<file path="config.mk">
export PLATFORM = sky130hd
export DESIGN_NAME = iso14443_4_card_block_responder_flat
export DESIGN_NICKNAME = d
export VERILOG_FILES = /design/src/hw/rtl/icbr_pkg.sv /design/src/hw/rtl/icbr_if.sv /design/src/hw/rtl/iso14443_4_card_block_responder.sv /design/src/flat_wrapper.sv
export SDC_FILE = /design/constraint.sdc
export NUM_CORES = 1
export LEC_CHECK = 0
export BUFFER_PORTS_ARGS = -buffer_cell sky130_fd_sc_hd__buf_2
export CORE_UTILIZATION = 63
export CTS_CLUSTER_SIZE = 24
export DETAILED_ROUTE_END_ITERATION = 8
export GPL_TIMING_DRIVEN = 0
export PLACE_DENSITY = 0.86
export SLEW_MARGIN = 25
export SYNTH_ARGS = -nofsm -noshare
export SYNTH_HDL_FRONTEND = slang
export SYNTH_SLANG_ARGS = --single-unit
export TNS_END_PERCENT = 10
</file>
<file path="constraint.sdc">
create_clock -name clock -period 7.3 [get_ports clock]
set_input_delay 1.095 -clock clock [delete_from_list [all_inputs] [get_ports clock]]
set_output_delay 1.095 -clock clock [all_outputs]
set_load 0.02 [all_outputs]
</file>
<file path="src/hw/rtl/icbr_pkg.sv">
package icbr_pkg;

   // input word modes
   localparam logic [1:0] MODE_FRAME = 2'd0;
   localparam logic [1:0] MODE_HOST  = 2'd1;
   localparam logic [1:0] MODE_TICK  = 2'd2;

   // result actions
   localparam logic [3:0] ACT_ATS      = 4'd0;
   localparam logic [3:0] ACT_FORWARD  = 4'd1;
   localparam logic [3:0] ACT_I_REPLY  = 4'd2;
   localparam logic [3:0] ACT_R_ACK    = 4'd3;
   localparam logic [3:0] ACT_RESEND   = 4'd4;
   localparam logic [3:0] ACT_PPS      = 4'd5;
   localparam logic [3:0] ACT_DESELECT = 4'd6;
   localparam logic [3:0] ACT_WTX      = 4'd7;
   localparam logic [3:0] ACT_REPORT   = 4'd8;

   // result status codes
   localparam logic [2:0] ST_OK      = 3'd0;
   localparam logic [2:0] ST_CRC     = 3'd1;
   localparam logic [2:0] ST_SHORT   = 3'd2;
   localparam logic [2:0] ST_NAK     = 3'd3;
   localparam logic [2:0] ST_STRAY   = 3'd4;
   localparam logic [2:0] ST_IGNORED = 3'd5;

   // frame bytes and masks
   localparam logic [7:0] CMD_ATS_REQ  = 8'hE0;
   localparam logic [7:0] PCB_WTX      = 8'hF2;
   localparam logic [7:0] CLS_MASK     = 8'hE0;
   localparam logic [7:0] CLS_I        = 8'h00;
   localparam logic [7:0] CLS_R        = 8'hA0;
   localparam logic [7:0] CLS_S        = 8'hC0;
   localparam logic [3:0] NIB_PPS      = 4'hD;
   localparam logic [3:0] NIB_R_NAK    = 4'hB;
   localparam logic [7:0] PCB_R_ACK    = 8'hA3;
   localparam logic [6:0] PCB_I_BASE   = 7'h01;
   localparam logic [7:0] S_DESEL      = 8'hC2;
   localparam logic [7:0] S_DESEL_CID  = 8'hCA;
   localparam logic [7:0] ATS_TL       = 8'd20;

   localparam logic [8:0] LEN_ATS      = 9'd22;
   localparam logic [8:0] LEN_SHORT    = 9'd3;
   localparam logic [8:0] LEN_WTX      = 9'd4;
   localparam logic [8:0] LEN_CRC      = 9'd2;

   localparam logic [1:0] CSR_ADDR_W   = 2'd3;

   typedef struct packed {
      logic [3:0] action;
      logic [7:0] tx_first_byte;
      logic [1:0] payload_offset;
      logic [8:0] byte_count;
      logic [2:0] status;
      logic       last;
   } rsp_word_type;

   function automatic rsp_word_type mk_word(input logic [3:0] action,
                                            input logic [7:0] tx,
                                            input logic [1:0] off,
                                            input logic [8:0] cnt,
                                            input logic [2:0] status);
      rsp_word_type w;
      w.action         = action;
      w.tx_first_byte  = tx;
      w.payload_offset = off;
      w.byte_count     = cnt;
      w.status         = status;
      w.last           = 1'b0;
      return w;
   endfunction

   function automatic rsp_word_type mk_report(input logic [7:0] fb,
                                              input logic [2:0] status);
      return mk_word(ACT_REPORT, fb, 2'd1, 9'd0, status);
   endfunction

endpackage

</file>
<file path="src/hw/rtl/icbr_if.sv">
interface icbr_req_if;
   logic       valid;
   logic       ready;
   logic [1:0] mode;
   logic [7:0] first_byte;
   logic [7:0] second_byte;
   logic [8:0] frame_length;
   logic       crc_match;
   logic [8:0] host_length;

   modport source(output valid, mode, first_byte, second_byte, frame_length, crc_match,
                  host_length, input ready);
   modport sink(input valid, mode, first_byte, second_byte, frame_length, crc_match,
                host_length, output ready);
endinterface

interface icbr_rsp_if;
   logic       valid;
   logic       ready;
   logic [3:0] action;
   logic [7:0] tx_first_byte;
   logic [1:0] payload_offset;
   logic [8:0] byte_count;
   logic [2:0] status;
   logic       last;

   modport source(output valid, action, tx_first_byte, payload_offset, byte_count, status,
                  last, input ready);
   modport sink(input valid, action, tx_first_byte, payload_offset, byte_count, status,
                last, output ready);
endinterface

</file>
<file path="src/hw/rtl/iso14443_4_card_block_responder.sv">
// Card-side block protocol responder (ISO 14443-4 style transmission protocol).
//
// req_ch  : one word per event - a received reader frame summary, a host response
//           ready to go, or a wait tick. Accepted when valid and ready are high.
// rsp_ch  : transmit commands and reports, zero to two words per request word; the
//           final word of each request carries last.
// csr_*   : APB-style port, one register at byte address 0 (WTX interval, ticks).
//
// Ordering: a request word's results are registered into the result queue and leave it
//   behind any older words. Throughput: one request word per cycle while req_ch.ready
//   is high. Decisions depend only on the registered protocol flags, so each word is
//   resolved in a single pass of logic straight into a four-word result queue.
// Stalls: the result queue decouples the two sides. req_ch.ready is high while the
//   queue has room for two words, so a stalled receiver lets at most four words of
//   results pile up before requests are held off; nothing is ever dropped.
// Reset (synchronous): block number 1, no I-block seen, card id 0, not waiting,
//   queue empty, WTX interval 3600 ticks. No clearing pass is needed.
module iso14443_4_card_block_responder #(
   parameter int APDU_BUFFER_BYTES = 256
) (
   input  logic                          clock,
   input  logic                          reset,
   icbr_req_if.sink                      req_ch,
   icbr_rsp_if.source                    rsp_ch,
   input  logic                          csr_psel,
   input  logic                          csr_penable,
   input  logic                          csr_pwrite,
   input  logic [icbr_pkg::CSR_ADDR_W-1:0] csr_paddr,
   input  logic [31:0]                   csr_pwdata,
   output logic [31:0]                   csr_prdata,
   output logic                          csr_pready
);

   localparam logic [8:0] APDU_MAX = 9'(APDU_BUFFER_BYTES);

   function automatic logic [8:0] cap_apdu(input logic [8:0] x);
      return (x > APDU_MAX) ? APDU_MAX : x;
   endfunction

   // I reply: PCB carries the block number, length is header + APDU + CRC
   function automatic icbr_pkg::rsp_word_type i_reply(input logic bn, input logic hdr2,
                                                      input logic [8:0] apdu);
      logic [1:0] hdr;
      hdr = {hdr2, ~hdr2};
      return icbr_pkg::mk_word(icbr_pkg::ACT_I_REPLY, {icbr_pkg::PCB_I_BASE, bn}, hdr,
                               cap_apdu(apdu) + {7'd0, hdr} + icbr_pkg::LEN_CRC,
                               icbr_pkg::ST_OK);
   endfunction

   // ---------------- configuration ----------------
   logic [15:0] wtx_interval_ff;
   logic        csr_wr;

   assign csr_pready = 1'b1;
   assign csr_wr     = csr_psel & csr_penable & csr_pwrite & ~csr_paddr[2];
   assign csr_prdata = csr_paddr[2] ? 32'd0 : {16'd0, wtx_interval_ff};

   always_ff @(posedge clock) begin
      if (reset) begin
         wtx_interval_ff <= 16'd3600;
      end else if (csr_wr) begin
         wtx_interval_ff <= csr_pwdata[15:0];
      end
   end

   // ---------------- protocol state ----------------
   logic        block_number_ff, block_number_in;
   logic        iblock_seen_ff, iblock_seen_in;
   logic [3:0]  card_id_ff, card_id_in;
   logic        waiting_ff, waiting_in;
   logic        wtx_pending_ff, wtx_pending_in;
   logic        host_ready_ff, host_ready_in;
   logic [8:0]  host_len_ff, host_len_in;
   logic [15:0] wait_count_ff, wait_count_in;
   logic        hdr2_ff, hdr2_in;          // header is two bytes (NAD present)
   logic [7:0]  last_tx_first_ff, last_tx_first_in;
   logic [8:0]  last_tx_len_ff, last_tx_len_in;

   // ---------------- result queue ----------------
   icbr_pkg::rsp_word_type fifo_ff [4];
   logic [1:0]  wr_ptr_ff, wr_ptr_in;
   logic [1:0]  rd_ptr_ff, rd_ptr_in;
   logic [2:0]  count_ff, count_in;
   logic        take, pop;

   assign req_ch.ready = (count_ff <= 3'd2);
   assign take         = req_ch.valid & req_ch.ready;
   assign pop          = rsp_ch.valid & rsp_ch.ready;

   logic [7:0] fb, sb;
   logic [8:0] flen;
   assign fb   = req_ch.first_byte;
   assign sb   = req_ch.second_byte;
   assign flen = req_ch.frame_length;

   // ---------------- frame dispatch (not waiting, or after a NAK abort) ----------------
   icbr_pkg::rsp_word_type disp_w0, disp_w1;
   logic       disp_two;          // empty APDU: forward plus immediate I reply
   logic       disp_start_wait;
   logic       disp_bn, disp_seen, disp_hdr2;
   logic [3:0] disp_cid;
   logic [7:0] disp_tx_first;
   logic [8:0] disp_tx_len;
   logic [1:0] i_hdr;
   logic [8:0] i_apdu;

   always_comb begin
      disp_w0         = icbr_pkg::mk_report(fb, icbr_pkg::ST_IGNORED);
      disp_w1         = disp_w0;
      disp_two        = 1'b0;
      disp_start_wait = 1'b0;
      disp_bn         = block_number_ff;
      disp_seen       = iblock_seen_ff;
      disp_hdr2       = hdr2_ff;
      disp_cid        = card_id_ff;
      disp_tx_first   = last_tx_first_ff;
      disp_tx_len     = last_tx_len_ff;
      i_hdr           = {fb[2], ~fb[2]};
      i_apdu          = (flen > {7'd0, i_hdr} + icbr_pkg::LEN_CRC) ?
                        flen - {7'd0, i_hdr} - icbr_pkg::LEN_CRC : 9'd0;
      i_apdu          = cap_apdu(i_apdu);

      if ((fb & icbr_pkg::CLS_MASK) == icbr_pkg::CLS_I) begin
         disp_seen       = 1'b1;
         disp_bn         = ~block_number_ff;
         disp_hdr2       = fb[2];
         disp_start_wait = 1'b1;
         disp_w0 = icbr_pkg::mk_word(icbr_pkg::ACT_FORWARD, fb, i_hdr, i_apdu,
                                     icbr_pkg::ST_OK);
         if (i_apdu == 9'd0) begin
            disp_two      = 1'b1;
            disp_w1       = i_reply(~block_number_ff, fb[2], 9'd0);
            disp_tx_first = disp_w1.tx_first_byte;
            disp_tx_len   = disp_w1.byte_count;
         end
      end else if ((fb & icbr_pkg::CLS_MASK) == icbr_pkg::CLS_R) begin
         if (fb[4]) begin
            // NAK: toggle only when no I-block seen and numbers match
            if ((fb[0] == block_number_ff) && !iblock_seen_ff) begin
               disp_bn = ~block_number_ff;
            end
            disp_w0 = icbr_pkg::mk_word(icbr_pkg::ACT_R_ACK, icbr_pkg::PCB_R_ACK, 2'd1,
                                        icbr_pkg::LEN_SHORT, icbr_pkg::ST_OK);
         end else begin
            disp_w0 = icbr_pkg::mk_word(icbr_pkg::ACT_RESEND, last_tx_first_ff, 2'd1,
                                        last_tx_len_ff, icbr_pkg::ST_OK);
         end
      end else if ((fb & icbr_pkg::CLS_MASK) == icbr_pkg::CLS_S) begin
         if (fb[7:4] == icbr_pkg::NIB_PPS) begin
            disp_w0 = icbr_pkg::mk_word(icbr_pkg::ACT_PPS, fb, 2'd1, icbr_pkg::LEN_SHORT,
                                        icbr_pkg::ST_OK);
         end else if ((fb == icbr_pkg::S_DESEL) ||
                      ((fb == icbr_pkg::S_DESEL_CID) && (sb == {4'd0, card_id_ff}))) begin
            disp_seen = 1'b0;
            disp_w0 = icbr_pkg::mk_word(icbr_pkg::ACT_DESELECT, fb, 2'd1,
                                        icbr_pkg::LEN_SHORT, icbr_pkg::ST_OK);
         end
      end else if (fb == icbr_pkg::CMD_ATS_REQ) begin
         disp_bn   = 1'b1;
         disp_seen = 1'b0;
         disp_cid  = sb[3:0];
         disp_w0   = icbr_pkg::mk_word(icbr_pkg::ACT_ATS, icbr_pkg::ATS_TL, 2'd1,
                                       icbr_pkg::LEN_ATS, icbr_pkg::ST_OK);
      end
   end

   // ---------------- per-word decision ----------------
   icbr_pkg::rsp_word_type w0, w1;
   logic [1:0] n_words;

   always_comb begin
      w0               = icbr_pkg::mk_report(fb, icbr_pkg::ST_OK);
      w1               = w0;
      n_words          = 2'd0;
      block_number_in  = block_number_ff;
      iblock_seen_in   = iblock_seen_ff;
      card_id_in       = card_id_ff;
      waiting_in       = waiting_ff;
      wtx_pending_in   = wtx_pending_ff;
      host_ready_in    = host_ready_ff;
      host_len_in      = host_len_ff;
      wait_count_in    = wait_count_ff;
      hdr2_in          = hdr2_ff;
      last_tx_first_in = last_tx_first_ff;
      last_tx_len_in   = last_tx_len_ff;

      if (take) begin
         case (req_ch.mode)
            icbr_pkg::MODE_FRAME: begin
               n_words = 2'd1;
               if (flen <= icbr_pkg::LEN_CRC) begin
                  w0 = icbr_pkg::mk_report(fb, icbr_pkg::ST_SHORT);
               end else if (!req_ch.crc_match) begin
                  w0 = icbr_pkg::mk_report(fb, icbr_pkg::ST_CRC);
               end else if (waiting_ff && wtx_pending_ff) begin
                  if (fb == icbr_pkg::PCB_WTX) begin
                     wtx_pending_in = 1'b0;
                     wait_count_in  = wtx_interval_ff;
                     if (host_ready_ff) begin
                        waiting_in       = 1'b0;
                        host_ready_in    = 1'b0;
                        w0               = i_reply(block_number_ff, hdr2_ff, host_len_ff);
                        last_tx_first_in = w0.tx_first_byte;
                        last_tx_len_in   = w0.byte_count;
                     end else begin
                        w0 = icbr_pkg::mk_report(fb, icbr_pkg::ST_OK);
                     end
                  end else begin
                     waiting_in     = 1'b0;
                     wtx_pending_in = 1'b0;
                     host_ready_in  = 1'b0;
                     w0             = icbr_pkg::mk_report(fb, icbr_pkg::ST_NAK);
                  end
               end else if (waiting_ff) begin
                  if (fb[7:4] == icbr_pkg::NIB_R_NAK) begin
                     // abort report, then the NAK is handled as an R-block
                     waiting_in     = 1'b0;
                     wtx_pending_in = 1'b0;
                     host_ready_in  = 1'b0;
                     w0             = icbr_pkg::mk_report(fb, icbr_pkg::ST_NAK);
                     w1             = disp_w0;
                     n_words        = 2'd2;
                     block_number_in = disp_bn;
                     iblock_seen_in  = disp_seen;
                  end else begin
                     w0 = icbr_pkg::mk_report(fb, icbr_pkg::ST_STRAY);
                  end
               end else begin
                  w0               = disp_w0;
                  w1               = disp_w1;
                  n_words          = disp_two ? 2'd2 : 2'd1;
                  block_number_in  = disp_bn;
                  iblock_seen_in   = disp_seen;
                  card_id_in       = disp_cid;
                  hdr2_in          = disp_hdr2;
                  last_tx_first_in = disp_tx_first;
                  last_tx_len_in   = disp_tx_len;
                  if (disp_start_wait) begin
                     waiting_in     = 1'b1;
                     wtx_pending_in = 1'b0;
                     host_ready_in  = 1'b0;
                     wait_count_in  = {1'b0, wtx_interval_ff[15:1]};
                  end
               end
            end
            icbr_pkg::MODE_HOST: begin
               if (waiting_ff && wtx_pending_ff) begin
                  host_ready_in = 1'b1;
                  host_len_in   = cap_apdu(req_ch.host_length);
               end else if (waiting_ff) begin
                  waiting_in       = 1'b0;
                  wtx_pending_in   = 1'b0;
                  host_ready_in    = 1'b0;
                  w0               = i_reply(block_number_ff, hdr2_ff, req_ch.host_length);
                  last_tx_first_in = w0.tx_first_byte;
                  last_tx_len_in   = w0.byte_count;
                  n_words          = 2'd1;
               end else begin
                  w0      = icbr_pkg::mk_report(fb, icbr_pkg::ST_IGNORED);
                  n_words = 2'd1;
               end
            end
            icbr_pkg::MODE_TICK: begin
               if (waiting_ff && !wtx_pending_ff) begin
                  if (wait_count_ff == 16'd0) begin
                     wtx_pending_in = 1'b1;
                     w0 = icbr_pkg::mk_word(icbr_pkg::ACT_WTX, icbr_pkg::PCB_WTX, 2'd1,
                                            icbr_pkg::LEN_WTX, icbr_pkg::ST_OK);
                     n_words = 2'd1;
                  end else begin
                     wait_count_in = wait_count_ff - 16'd1;
                  end
               end
            end
            default: begin
               n_words = 2'd0;
            end
         endcase
      end

      w0.last = (n_words == 2'd1);
      w1.last = 1'b1;

      wr_ptr_in = wr_ptr_ff + n_words;
      rd_ptr_in = rd_ptr_ff + {1'b0, pop};
      count_in  = count_ff + {1'b0, n_words} - {2'd0, pop};
   end

   always_ff @(posedge clock) begin
      if (reset) begin
         block_number_ff  <= 1'b1;
         iblock_seen_ff   <= 1'b0;
         card_id_ff       <= 4'd0;
         waiting_ff       <= 1'b0;
         wtx_pending_ff   <= 1'b0;
         host_ready_ff    <= 1'b0;
         host_len_ff      <= 9'd0;
         wait_count_ff    <= 16'd0;
         hdr2_ff          <= 1'b0;
         last_tx_first_ff <= 8'd0;
         last_tx_len_ff   <= 9'd0;
         wr_ptr_ff        <= 2'd0;
         rd_ptr_ff        <= 2'd0;
         count_ff         <= 3'd0;
      end else begin
         block_number_ff  <= block_number_in;
         iblock_seen_ff   <= iblock_seen_in;
         card_id_ff       <= card_id_in;
         waiting_ff       <= waiting_in;
         wtx_pending_ff   <= wtx_pending_in;
         host_ready_ff    <= host_ready_in;
         host_len_ff      <= host_len_in;
         wait_count_ff    <= wait_count_in;
         hdr2_ff          <= hdr2_in;
         last_tx_first_ff <= last_tx_first_in;
         last_tx_len_ff   <= last_tx_len_in;
         wr_ptr_ff        <= wr_ptr_in;
         rd_ptr_ff        <= rd_ptr_in;
         count_ff         <= count_in;
      end
   end

   // queue storage, no reset needed
   always_ff @(posedge clock) begin
      if (n_words != 2'd0) begin
         fifo_ff[wr_ptr_ff] <= w0;
      end
      if (n_words == 2'd2) begin
         fifo_ff[wr_ptr_ff + 2'd1] <= w1;
      end
   end

   assign rsp_ch.valid          = (count_ff != 3'd0);
   assign rsp_ch.action         = fifo_ff[rd_ptr_ff].action;
   assign rsp_ch.tx_first_byte  = fifo_ff[rd_ptr_ff].tx_first_byte;
   assign rsp_ch.payload_offset = fifo_ff[rd_ptr_ff].payload_offset;
   assign rsp_ch.byte_count     = fifo_ff[rd_ptr_ff].byte_count;
   assign rsp_ch.status         = fifo_ff[rd_ptr_ff].status;
   assign rsp_ch.last           = fifo_ff[rd_ptr_ff].last;

endmodule

</file>
<file path="src/flat_wrapper.sv">
// flat-port wrapper written by rule: the top's interface ports become plain ports
module iso14443_4_card_block_responder_flat 
#(
   parameter int APDU_BUFFER_BYTES = 256
)
  (clock, reset, csr_psel, csr_penable, csr_pwrite, csr_paddr, csr_pwdata, csr_prdata, csr_pready, req_ch_valid, req_ch_mode, req_ch_first_byte, req_ch_second_byte, req_ch_frame_length, req_ch_crc_match, req_ch_host_length, req_ch_ready, rsp_ch_valid, rsp_ch_action, rsp_ch_tx_first_byte, rsp_ch_payload_offset, rsp_ch_byte_count, rsp_ch_status, rsp_ch_last, rsp_ch_ready);
  icbr_req_if req_ch_i ();
  icbr_rsp_if rsp_ch_i ();
  input  logic clock;
  input  logic reset;
  input  logic csr_psel;
  input  logic csr_penable;
  input  logic csr_pwrite;
  input  logic [icbr_pkg::CSR_ADDR_W-1:0] csr_paddr;
  input  logic [31:0] csr_pwdata;
  output logic [31:0] csr_prdata;
  output logic csr_pready;
  input wire logic [$bits(req_ch_i.valid)-1:0] req_ch_valid;
  input wire logic [$bits(req_ch_i.mode)-1:0] req_ch_mode;
  input wire logic [$bits(req_ch_i.first_byte)-1:0] req_ch_first_byte;
  input wire logic [$bits(req_ch_i.second_byte)-1:0] req_ch_second_byte;
  input wire logic [$bits(req_ch_i.frame_length)-1:0] req_ch_frame_length;
  input wire logic [$bits(req_ch_i.crc_match)-1:0] req_ch_crc_match;
  input wire logic [$bits(req_ch_i.host_length)-1:0] req_ch_host_length;
  output wire logic [$bits(req_ch_i.ready)-1:0] req_ch_ready;
  output wire logic [$bits(rsp_ch_i.valid)-1:0] rsp_ch_valid;
  output wire logic [$bits(rsp_ch_i.action)-1:0] rsp_ch_action;
  output wire logic [$bits(rsp_ch_i.tx_first_byte)-1:0] rsp_ch_tx_first_byte;
  output wire logic [$bits(rsp_ch_i.payload_offset)-1:0] rsp_ch_payload_offset;
  output wire logic [$bits(rsp_ch_i.byte_count)-1:0] rsp_ch_byte_count;
  output wire logic [$bits(rsp_ch_i.status)-1:0] rsp_ch_status;
  output wire logic [$bits(rsp_ch_i.last)-1:0] rsp_ch_last;
  input wire logic [$bits(rsp_ch_i.ready)-1:0] rsp_ch_ready;
  assign req_ch_i.valid = req_ch_valid;
  assign req_ch_i.mode = req_ch_mode;
  assign req_ch_i.first_byte = req_ch_first_byte;
  assign req_ch_i.second_byte = req_ch_second_byte;
  assign req_ch_i.frame_length = req_ch_frame_length;
  assign req_ch_i.crc_match = req_ch_crc_match;
  assign req_ch_i.host_length = req_ch_host_length;
  assign req_ch_ready = req_ch_i.ready;
  assign rsp_ch_valid = rsp_ch_i.valid;
  assign rsp_ch_action = rsp_ch_i.action;
  assign rsp_ch_tx_first_byte = rsp_ch_i.tx_first_byte;
  assign rsp_ch_payload_offset = rsp_ch_i.payload_offset;
  assign rsp_ch_byte_count = rsp_ch_i.byte_count;
  assign rsp_ch_status = rsp_ch_i.status;
  assign rsp_ch_last = rsp_ch_i.last;
  assign rsp_ch_i.ready = rsp_ch_ready;
  iso14443_4_card_block_responder #(.APDU_BUFFER_BYTES(APDU_BUFFER_BYTES)) u_core (.clock(clock), .reset(reset), .req_ch(req_ch_i), .rsp_ch(rsp_ch_i), .csr_psel(csr_psel), .csr_penable(csr_penable), .csr_pwrite(csr_pwrite), .csr_paddr(csr_paddr), .csr_pwdata(csr_pwdata), .csr_prdata(csr_prdata), .csr_pready(csr_pready));
endmodule
</file>
== After elaboration in Yosys (flattened, before gate mapping) ==
Memories as Yosys holds them, arrays and structs flattened. A register that Yosys moved wholly into a read port is not among the register bits.
Index checks and enable logic that the tools add are counted.
Operators by class
  add/subtract/negate cells: 13
  order comparisons: 6
  equal/unequal tests: 32
  muxes and demuxes: 123
  bitwise gates (word level): 15
  reductions and logical operators: 25
Operators by type and width (count)
  $mux W27: 26
  $mux W16: 9
  $mux W9: 14
  $pmux W27 S3: 1
  $mux W8: 10
  $mux W1: 45
  $eq A8 B8 Y1 const B: 4
  $pmux W16 S2: 1
  $gt A9 B9 Y1 const B: 3
  $mux W26: 1
  $reduce_and A10 Y1: 2
  $add A9 B2 Y9: 2
  $add A9 B2 Y9 const B: 2
  $mux W2: 9
  $pmux W9 S2: 1
  $logic_not A16 Y1: 1
  $pmux W8 S2: 1
  $sub A16 B1 Y16 const B: 1
  $reduce_and A7 Y1: 2
  $ne A3 B1 Y1 const B: 4
  $reduce_and A6 Y1: 2
  $reduce_and A11 Y1: 1
  $ne A2 B2 Y1 const B: 5
  $not A1 Y1: 10
  38 further kinds: 57
Storage, ports and cells
  flip-flop bits (word level): 75
  RAM bits: 108
  input bits: 79
  output and inout port bits: 62
  word-level logic and storage cells: 230
  memories: 1
Memory list
  u_core.fifo_ff: depth 4, width 27, read ports 1, clocked after Yosys merged registers in 1, wr ports 2, line iso14443_4_card_block_responder.sv:80  | icbr_pkg::rsp_word_type fifo_ff [4];

== Longest topological paths before layout ==
Gate-level depths: netlist of the first run.
  depth in word-level cells: 19
  mapped depth: 18
  depth with buffers taken out: 17

== Worst setup path before layout of the first run ==
Ideal clock, no wire load.
  path type: input to register
  from: input port req_ch_first_byte[2]
  to: memory u_core.fifo_ff[0][10] (netlist bit), enable pin
  setup time: 382 ps
  arrival time: 4343 ps
  data required time: 6918 ps
  path slack: 2575 ps
  stages on the path: 14
  path buffers: 1
  path through: clkbuf_1 inv_1 ha_1 inv_1 ha_1 inv_1 fa_1 nand2_1 nor3_1 and3_1 o211ai_1 a211oi_1 nand2_1 nand2_1
RTL lines
  from (decl): line flat_wrapper.sv:20  | input wire logic [$bits(req_ch_i.first_byte)-1:0] req_ch_first_byte;
  to (decl): line iso14443_4_card_block_responder.sv:80

==> results_dict.tcl, run 1 <==
set metrics [dict create \
    status "complete, no violations" \
    yosysSeqAreaShare_pct 43.3 \
    drv_cap 0 \
    dieArea_mm2 0.0172 \
    timing.rr.start "u_core.wait_count_ff[0]$_SDFFE_PP0P_" \
    cts_max_level 4 \
    final_common_cell "nor2_1" \
    fill_cells 1121 \
    synthTopCellsByArea "edfxtp_1 29%, dfxtp_1 15%, mux4_2 5.8%, nor2_1 4.8%, nand2_1 4.2%" \
    critPathLaunch "req_ch_first_byte[2]" \
    start_util_pct 65.4 \
    place_area_mm2 0.0113 \
    n_antenna_cell 0 \
    grt_max_degree 27 \
    cp_common_cell "inv_1" \
    post-route-min-period_ps 5430 \
    setup_viol_count_final 0 \
    cts_buffer_depth 2 \
    synthFlopType "edfxtp_1" \
    grt_pass1_wl_mm 49.3 \
    die_w_um 131 \
    finalInstanceArea_mm2 0.0119 \
    max_slew_margin_pct 34.3 \
    tns_ps 0 \
    drive_above_1_share_pct 17.3 \
    drcViolationCount 0 \
    cts.sinks 177 \
    fin_crit_sh_pct 74.4 \
    worstPathCellList "buf_2 > clkbuf_1 > inv_1 > ha_1 > inv_1 > ha_1 > inv_1 > fa_1 > nand2_1 > nor3_1 > and3_1 > o211ai_1 > a211oi_1 > nand2_1 > nand2_2" \
    cts_hold_buf 0 \
    mostFrequentLayoutCells "135 x nor2_1, 115 x nand2_1, 107 x buf_2" \
    coreArea_mm2 0.0161 \
    p_per_area_mw_per_mm2 221 \
    hold_class "flop to flop" \
    drtIter0Drc 1141 \
    grt_pass1_vias 9295 \
    crit_path_end_kind "flop" \
    drv_slew 0 \
    cp-start-kind "input pin" \
    cts_setup_buffers 0 \
    viasPerCell 6.54 \
    synth_warnings 0 \
    static-leakage-power_nw 4.26 \
    yosysUniqueCellTypes 80 \
    worstMarginPinSlew_ps 985 \
    avgRoutedWirePerCell_um 21.3 \
    clk_pin_slew_ps 70 \
    insertion_delay_ps 450 \
    grt-ovfl-total 0 \
    ir_worst_vdd_v 0.000172 \
    final-instance-count-excl-fill 1490 \
    cts_root_buf "clkbuf_16" \
    rsz0062_at_grt "no" \
    slowest_delay_ps 820 \
    syn_area_per_cell_um2 9.33 \
    gp_congestion 0.990 \
    placed_cells 1458 \
    cts_tree "done" \
    die_height_um 131 \
    finalNetCount 1363 \
    netlist_area_mm2 0.0105 \
    io_buffers 102 \
    dr.pass1.iters 6 \
    postRouteAntennaNets 0 \
    ys_ff_latch 177 \
    required_ps 7380 \
    dp_hpwl_mm 23.6 \
    finalWirelength_mm 31.7 \
    crit_buf_inv 5 \
    skew_ps 11.7 \
    arrival_ps 5510 \
    cts_buffers 17 \
    core.rowCount 46 \
    grt.total_usage_pct 38.3 \
    min-delay-start "u_core.fifo_ff[2][2]$_SDFFE_PP0P_" \
    path_class "input pin to flop" \
    syn_inst 1125 \
    num_vias 9750 \
    hold_viol 0 \
    fmaxAchievable_mhz 184 \
    cts_resized 0 \
    synth-edff-count 100 \
    synth-async-reset-ratio_pct 0 \
    synth_top_area_share_pct 28.6 \
    fin_util_pct 74.1 \
    antenna_found_initial 0 \
    cp_slowest_cell "a211oi_1" \
    synthToLayoutAreaGrowth_pct 13.4 \
    crit_family "simple AND/OR/NAND/NOR gates" \
    worstPathMaxFanout 25 \
    whs_ps 469 \
    ios 141 \
    yosysTopAreaCell "edfxtp_1" \
]
[cell families after synthesis]
family / synth area share, %
buffers and inverters: 5.69
xor gates and xnor gates: 2.17
adders and majority gates: 3.03
and+or+nand+nor: 20.8
muxes: 7.96
other: 0.0715
AOI/OAI and AO/OA: 17.0
DFF: 43.3
[per-stage QoR]
| stage | setup slack, ps | power, mW |
|---|---|---|
| 2_1_floorplan | 2570 | 1.57 |
| 3_3_place_gp | 1190 | 1.75 |
| 3_5_place_dp | 1380 | 1.77 |
| 4_1_cts | 1790 | 2.62 |
| 5_1_grt | 1550 | 2.72 |
| 6_report | 1870 | 2.63 |
[worst reg2reg max path: stages, from the launching register on]
cell and delay, ps:
dfxtp_1 340, inv_1 90, ha_1 200, or3b_2 510
or4_1 500, buf_2 200, nor4_4 410, a31oi_1 150
or2_4 300, clkinv_4 120, o21ai_4 120, buf_2 250
nand2_2 550
[per-layer routing]
metal / vias up / wire length [µm] / global-route usage (%)
met5: - / 0 / 0
met4: 0 / 1580 / 21.4
met3: 146 / 3150 / 7.39
met2: 701 / 15200 / 63.6
met1: 4543 / 11800 / 47.2
li1: 4360 / - / -
[sequential cells by signal, indices dropped and copies added, names as in the netlist, 2 cells and up]
signal / count
u_core.last_tx_len_ff: 9
u_core.rd_ptr_ff: 2
u_core.host_len_ff: 9
u_core.count_ff: 3
u_core.fifo_ff: 108
u_core.card_id_ff: 4
u_core.wr_ptr_ff: 2
u_core.last_tx_first_ff: 2
u_core.wtx_interval_ff: 16
u_core.wait_count_ff: 16
[cell type report]
type / count / area, µm² / area share, %
sequential: 177 / 4540 / 38.2
clock inverter: 14 / 124 / 1.04
timing repair buffer: 102 / 510 / 4.29
clock buffer: 18 / 429 / 3.61
tap: 216 / 270 / 2.27
multi-input combinational: 832 / 5430 / 45.6
buffer: 88 / 430 / 3.62
inverter: 43 / 166 / 1.40
[report_power, final]
part           switching [mW]  total [mW]  internal, mW
clock                   0.433       0.880         0.447
combinational           0.394       0.644         0.249
sequential             0.0223        1.11          1.09
total                   0.849        2.63          1.78
[final timing paths]
path / endpoint / slack (ps) / depth (start not counted)
worst max-delay path: u_core.fifo_ff[0][1]$_DFFE_PP_ / 1870 / 15
worst max register to register: u_core.fifo_ff[0][1]$_DFFE_PP_ / 3210 / 12
worst min-delay path: u_core.fifo_ff[2][2]$_SDFFE_PP0P_ / 470 / 2
worst min register to register: u_core.fifo_ff[2][2]$_SDFFE_PP0P_ / 470 / 2
[Yosys cell counts, types with 18 or more instances]
master / n
nor2_1: 135
nand2_1: 117
edfxtp_1: 100
dfxtp_1: 77
o21ai_0: 66
a21oi_1: 61
clkbuf_1: 58
inv_1: 42
nor2b_1: 35
nor3_1: 35
nand3_1: 33
mux4_2: 27
o22ai_1: 23
a211oi_1: 19
ha_1: 19
xnor2_1: 18
Note: power is estimated with default switching activity, not from simulation.
==> inputs of run 2 (changes only) <==
--- a/config.mk
+++ b/config.mk
@@ -6,11 +6,11 @@
 export NUM_CORES = 1
 export LEC_CHECK = 0
 export BUFFER_PORTS_ARGS = -buffer_cell sky130_fd_sc_hd__buf_2
-export CORE_UTILIZATION = 63
+export CORE_UTILIZATION = 59
 export CTS_CLUSTER_SIZE = 24
 export DETAILED_ROUTE_END_ITERATION = 8
 export GPL_TIMING_DRIVEN = 0
-export PLACE_DENSITY = 0.86
+export PLACE_DENSITY = 0.81
 export SLEW_MARGIN = 25
 export SYNTH_ARGS = -nofsm -noshare
 export SYNTH_HDL_FRONTEND = slang
==> constraint.sdc (replaced) <==
create_clock -name clock -period 5.1 [get_ports clock]
set_input_delay 0.765 -clock clock [delete_from_list [all_inputs] [get_ports clock]]
set_output_delay 0.765 -clock clock [all_outputs]
set_load 0.02 [all_outputs]
==> results_dict.tcl, run 2 (same netlist as run 1, synthesis figures left out) <==
set metrics [dict create \
    static-leakage-power_nw 4.28 \
    dr.pass1.iters 6 \
    slowest_delay_ps 590 \
    drcViolationCount 0 \
    arrival_ps 4990 \
    die_height_um 135 \
    grt.total_usage_pct 34.5 \
    hold_path_end "u_core.last_tx_len_ff[3]$_SDFFE_PP0P_" \
    drv_slew 0 \
    cts_buffers 17 \
    start_util_pct 60.5 \
    crit_path_end_kind "flop" \
    min_delay_path_depth 2 \
    postRouteAntennaNets 0 \
    finalWirelength_mm 30.7 \
    reg2reg_slack_ps 1180 \
    largest-register "u_core.fifo_ff" \
    antenna_found_initial 0 \
    avgRoutedWirePerCell_um 20.5 \
    cts_tree "done" \
    cp_slowest_cell "a211oi_1" \
    fin_util_pct 69.0 \
    finalNetCount 1364 \
    final_common_cell "nor2_1" \
    grt_max_degree 27 \
    core.rowCount 48 \
    status "complete, no violations" \
    ios 141 \
    dp_hpwl_mm 22.5 \
    hold_class "flop to flop" \
    drtIter0Drc 1104 \
    skew_ps 10.8 \
    mostFrequentLayoutCells "135 x nor2_1, 115 x nand2_1, 107 x buf_2" \
    p_per_area_mw_per_mm2 318 \
    grt_use_met3_pct 5.39 \
    min-delay-start "u_core.last_tx_len_ff[3]$_SDFFE_PP0P_" \
    viasPerCell 6.35 \
    reg.largest.list "u_core.fifo_ff x108, u_core.wait_count_ff x16, u_core.wtx_interval_ff x16" \
    die_w_um 135 \
    io_buffers 102 \
    tns_ps 0 \
    n_antenna_cell 0 \
    grt-ovfl-total 0 \
    path_class "input pin to flop" \
    num_vias 9528 \
    setup_viol_count_final 0 \
    ir_worst_vdd_v 0.000255 \
    grt_pass1_vias 8796 \
    max_slew_margin_pct 27.9 \
    worstPathMaxFanout 25 \
    cts_hold_buf 0 \
    power_mw 3.80 \
    timing.rr.start "u_core.wait_count_ff[0]$_SDFFE_PP0P_" \
    grt_pass1_wl_mm 47.7 \
    dieArea_mm2 0.0183 \
    drive_above_1_share_pct 17.6 \
    seq_area_mm2 0.00454 \
    clk_pin_slew_ps 70 \
    synthToLayoutAreaGrowth_pct 14.1 \
    cts_max_level 4 \
    cp_common_cell "inv_1" \
    worstPathCellList "buf_2 > clkbuf_1 > inv_1 > ha_1 > inv_1 > ha_1 > inv_1 > fa_1 > nand2_1 > nor3_1 > nand3_1 > a211oi_1 > or2_4 > clkinv_4 > o21ai_4 > buf_2 > nand2_4" \
    multi_input_area_mm2 0.00545 \
    coreArea_mm2 0.0174 \
    place_area_mm2 0.0114 \
    finalInstanceArea_mm2 0.0120 \
    hold_viol 0 \
    fill_cells 1358 \
    largest_register_ffs 108 \
    setup_slack_ps 211 \
    cts_setup_buffers 0 \
    fmaxAchievable_mhz 205 \
    cts_buffer_depth 2 \
    gr-usage-met1_pct 43.7 \
    place_ws_ps -522 \
    drv_cap 0 \
    insertion_delay_ps 450 \
    fin_crit_sh_pct 95.9 \
    r2r-end "u_core.fifo_ff[3][11]$_DFFE_PP_" \
    gp_congestion 1.01 \
    post-route-min-period_ps 4890 \
    cts.sinks 177 \
    use_met2_pct 57.4 \
    required_ps 5200 \
    cts_root_buf "clkbuf_16" \
    cp-start-kind "input pin" \
    worstMarginPinSlew_ps 1070 \
    rsz0062_at_grt "yes" \
    rr_worst_depth 10 \
    top_usage_layer "met2" \
]
-- run 2: what timing repair did --
item / in CTS / in global routing
cloned: 1 / 0
gates resized for setup: 3 / 4
endpoints found under the setup margin: 25 / 75
-- run 2: routing by layer --
metal  part of all wire, %  vias up
li1                      -     4356
met1                    39     4527
met2                    48      543
met3                   9.0      102
met4                   3.9        0
met5                     0        -
-- run 2: report_power, final --
part	internal, mW	switching [mW]
Clock	0.689	0.616
Sequential	1.56	0.0319
Combinational	0.356	0.553
-- run 2: worst max-delay path: cells and delay by family --
| kind | cells | cell delay (ps) |
|---|---|---|
| buffers and inverters | 7 | 1340 |
| adder cells (fa/ha/maj) | 3 | 990 |
| AND/OR/NAND/NOR | 5 | 950 |
| AO/OA/AOI/OAI | 2 | 930 |
-- run 2: cell type report --
type	instances	share of cell area [%]
repair buffers	102	4.26
plain buffers	88	3.59
well taps	225	2.35
inverters	43	1.42
clock inverters	15	1.29
multi-input cells	832	45.5
clock buffers	17	3.55
repair inverters	1	0.0627
flip-flops and latches	177	38.0
-- run 2: worst max-delay path by stage --
| stage | to | slack, ps | from |
|---|---|---|---|
| floorplan | u_core.fifo_ff[0][10]$_DFFE_PP_ | 700 | req_ch_first_byte[2] |
| global placement | u_core.fifo_ff[1][12]$_DFFE_PP_ | -780 | req_ch_first_byte[2] |
| detailed placement | u_core.fifo_ff[2][1]$_DFFE_PP_ | -520 | req_ch_first_byte[2] |
| CTS | u_core.fifo_ff[0][23]$_DFFE_PP_ | 20 | req_ch_first_byte[2] |
| global route | u_core.fifo_ff[1][5]$_DFFE_PP_ | -20 | req_ch_first_byte[2] |
| finish | u_core.fifo_ff[1][11]$_DFFE_PP_ | 210 | req_ch_first_byte[2] |
-- run 2: per-stage QoR --
stage	hold WS (ps)	std cells
floorplan	427	1140
global placement	444	1467
detailed placement	447	1467
CTS	462	1500
global route	492	1500
finish	465	1500
==> inputs of run 3 (changes only) <==
--- a/config.mk
+++ b/config.mk
@@ -5,6 +5,7 @@
 export SDC_FILE = /design/constraint.sdc
 export NUM_CORES = 1
 export LEC_CHECK = 0
+export ABC_AREA = 1
 export BUFFER_PORTS_ARGS = -buffer_cell sky130_fd_sc_hd__buf_2
 export CORE_UTILIZATION = 59
 export CTS_CLUSTER_SIZE = 24
==> results_dict.tcl, run 3 <==
set metrics [dict create \
    syn_area_per_cell_um2 7.43 \
    gp_congestion 0.997 \
    fmaxAchievable_mhz 218 \
    cts_resized 0 \
    synth-edff-count 100 \
    post-route-min-period_ps 4580 \
    crit_path_end_kind "flop" \
    finalNetCount 1702 \
    cts_setup_buffers 0 \
    final-instance-count-excl-fill 1842 \
    drive_above_1_share_pct 14.4 \
    cp-start-kind "input pin" \
    worstPathMaxFanout 25 \
    seq_area_mm2 0.00454 \
    die_w_um 138 \
    skew_ps 9.13 \
    rr_worst_depth 12 \
    cts_tree "done" \
    cp_common_cell "nand2_1" \
    finalWirelength_mm 34.5 \
    cts_buffers 17 \
    reg.largest.list "u_core.fifo_ff x108, u_core.wait_count_ff x16, u_core.wtx_interval_ff x16" \
    max_slew_margin_pct 37.4 \
    synth_commonest_cells "240 x nor2_1, 228 x nand2_1, 155 x o21ai_0" \
    start_util_pct 60.4 \
    multi_input_area_mm2 0.00532 \
    fin_crit_sh_pct 89.9 \
    yosysTopAreaCell "edfxtp_1" \
    die_height_um 138 \
    hold_viol 0 \
    largest-register "u_core.fifo_ff" \
    place_ws_ps 187 \
    drv_slew 0 \
    num_vias 11170 \
    cp_slowest_cell "nand2_2" \
    ys_ff_latch 177 \
    cts_max_level 4 \
    r2r-end "u_core.fifo_ff[1][21]$_DFFE_PP_" \
    insertion_delay_ps 450 \
    avgRoutedWirePerCell_um 18.7 \
    worstMarginPinSlew_ps 935 \
    status "complete, no violations" \
    final_common_cell "nor2_1" \
    yosysUniqueCellTypes 56 \
    synthTopCellsByArea "edfxtp_1 28%, dfxtp_1 14%, nor2_1 8.3%, nand2_1 7.9%, o21ai_0 7.1%" \
    grt_pass1_wl_mm 52.8 \
    whs_ps 464 \
    dr.pass1.iters 9 \
    crit_buf_inv 6 \
    hold_path_end "u_core.fifo_ff[1][0]$_SDFFE_PP1N_" \
    ios 141 \
    worstPathCellList "buf_2 > inv_1 > ha_1 > inv_1 > ha_1 > inv_1 > fa_1 > nand2_1 > nand2_1 > nand2_1 > inv_1 > o21ai_0 > nand2_1 > nor2_4 > nand3_2 > nand2_2 > nand2_1 > nand2_1 > nand2_2 > nand2_4 > nand2_4 > nand2_4 > buf_2 > nand2_2" \
    synthFlopType "edfxtp_1" \
    drv_cap 0 \
    synth_warnings 0 \
    setup_viol_count_final 0 \
    synth_top_area_share_pct 27.6 \
    fill_cells 1591 \
    static-leakage-power_nw 5.31 \
    coreArea_mm2 0.0180 \
    hold_class "flop to flop" \
    cts_buffer_depth 2 \
    postRouteAntennaNets 0 \
    yosysSeqAreaShare_pct 41.7 \
    dieArea_mm2 0.0190 \
    required_ps 5130 \
    grt.total_usage_pct 37.1 \
    netlist_area_mm2 0.0109 \
    placed_cells 1810 \
    crit_family "simple AND/OR/NAND/NOR gates" \
    cts_hold_buf 0 \
    min_delay_path_depth 2 \
    cts_root_buf "clkbuf_16" \
    grt-ovfl-total 0 \
    timing.rr.start "u_core.waiting_ff$_SDFFE_PP0P_" \
    drcViolationCount 0 \
    min-delay-start "u_core.fifo_ff[1][0]$_SDFFE_PP1N_" \
    p_per_area_mw_per_mm2 357 \
    ir_worst_vdd_v 0.000326 \
    clk_pin_slew_ps 70 \
    n_antenna_cell 0 \
    drtIter0Drc 1372 \
    fin_util_pct 68.4 \
    io_buffers 101 \
    grt_pass1_vias 9990 \
    viasPerCell 6.06 \
    dp_hpwl_mm 25.1 \
    synth-async-reset-ratio_pct 0 \
    synth_most_common_cell "nor2_1" \
    reg2reg_slack_ps 1610 \
    synthToLayoutAreaGrowth_pct 13.3 \
    slowest_delay_ps 500 \
    path_class "input pin to flop" \
    cts.sinks 177 \
    rsz0062_at_grt "no" \
    antenna_found_initial 0 \
    syn_inst 1465 \
    mostFrequentLayoutCells "240 x nor2_1, 224 x nand2_1, 155 x o21ai_0" \
    setup_slack_ps 516 \
    core.rowCount 49 \
    arrival_ps 4610 \
    largest_register_ffs 108 \
    grt_max_degree 26 \
]
## run 3: changes by cell type after synthesis, sizes merged, moves of 19 or more
cell,previous run,this run
nor2,135,253
a21oi,62,105
nor2b,35,0
nor3,36,17
nand3,33,82
o21ai,82,162
nand2,117,241
inv,42,164
clkbuf,58,39
mux4,27,0
## run 3: logic make-up (layout without fill, tap and decap cells)
family	count (synthesis)	after routing	share of synthesized area, %
AOI/OAI and AO/OA	357	357	18.1
xor gates and xnor gates	18	18	1.45
adders and majority gates	23	23	2.92
buffers and inverters	251	384	9.98
DFF	177	177	41.7
other	2	17	0.0690
and+or+nand+nor	637	637	25.8
## run 3: per-layer routing
metal / up-vias / wire (µm) / global-route usage (%)
met1: 5069 / 13300 / 46.1
met5: - / 0 / 0
li1: 5199 / - / -
met2: 742 / 16100 / 60.3
met4: 0 / 1830 / 21.1
met3: 160 / 3320 / 6.88
## run 3: power breakdown
group | leakage (nW) | switching, mW | internal [mW] | total (mW)
combinational | 3.44 | 1.01 | 0.417 | 1.42
clock | 0.284 | 0.642 | 0.697 | 1.34
sequential | 1.58 | 0.0507 | 1.59 | 1.64
total | 5.31 | 1.70 | 2.70 | 4.40
## run 3: stage by stage
step / cell area, µm² / total power, mW / setup TNS (ps)
after floorplan: 10900 / 2.60 / 0
after global placement: 11700 / 3.02 / -14100
after detailed placement: 11700 / 3.05 / 0
after CTS: 12300 / 4.36 / 0
after global routing: 12300 / 4.60 / 0
final: 12300 / 4.40 / 0
## run 3: worst register-to-register path: cells and delay by family, from the launching register on
kind | cells | cell delay [ps]
and+or+nand+nor | 7 | 1860
buffers and inverters | 4 | 850
DFF | 1 | 300
AOI/OAI and AO/OA | 1 | 120
## run 3: how the worst max path moves through the flow
stage,startpoint,endpoint,cells after the start
2_1_floorplan,req_ch_frame_length[1],u_core.fifo_ff[1][10]$_DFFE_PP_,23
3_3_place_gp,req_ch_first_byte[2],u_core.fifo_ff[1][19]$_DFFE_PP_,24
3_5_place_dp,req_ch_first_byte[2],u_core.fifo_ff[1][19]$_DFFE_PP_,24
4_1_cts,req_ch_first_byte[2],u_core.fifo_ff[1][16]$_DFFE_PP_,24
5_1_grt,req_ch_first_byte[2],u_core.fifo_ff[1][16]$_DFFE_PP_,24
6_report,req_ch_first_byte[2],u_core.fifo_ff[1][21]$_DFFE_PP_,24
## run 3: layout make-up
type	count	share of cell area, %
Multi-Input combinational cell	1052	43.1
Timing Repair Buffer	101	4.10
Buffer	81	3.63
Tap cell	229	2.32
Clock buffer	17	3.45
Sequential cell	177	36.8
Inverter	170	5.17
Clock inverter	15	1.34
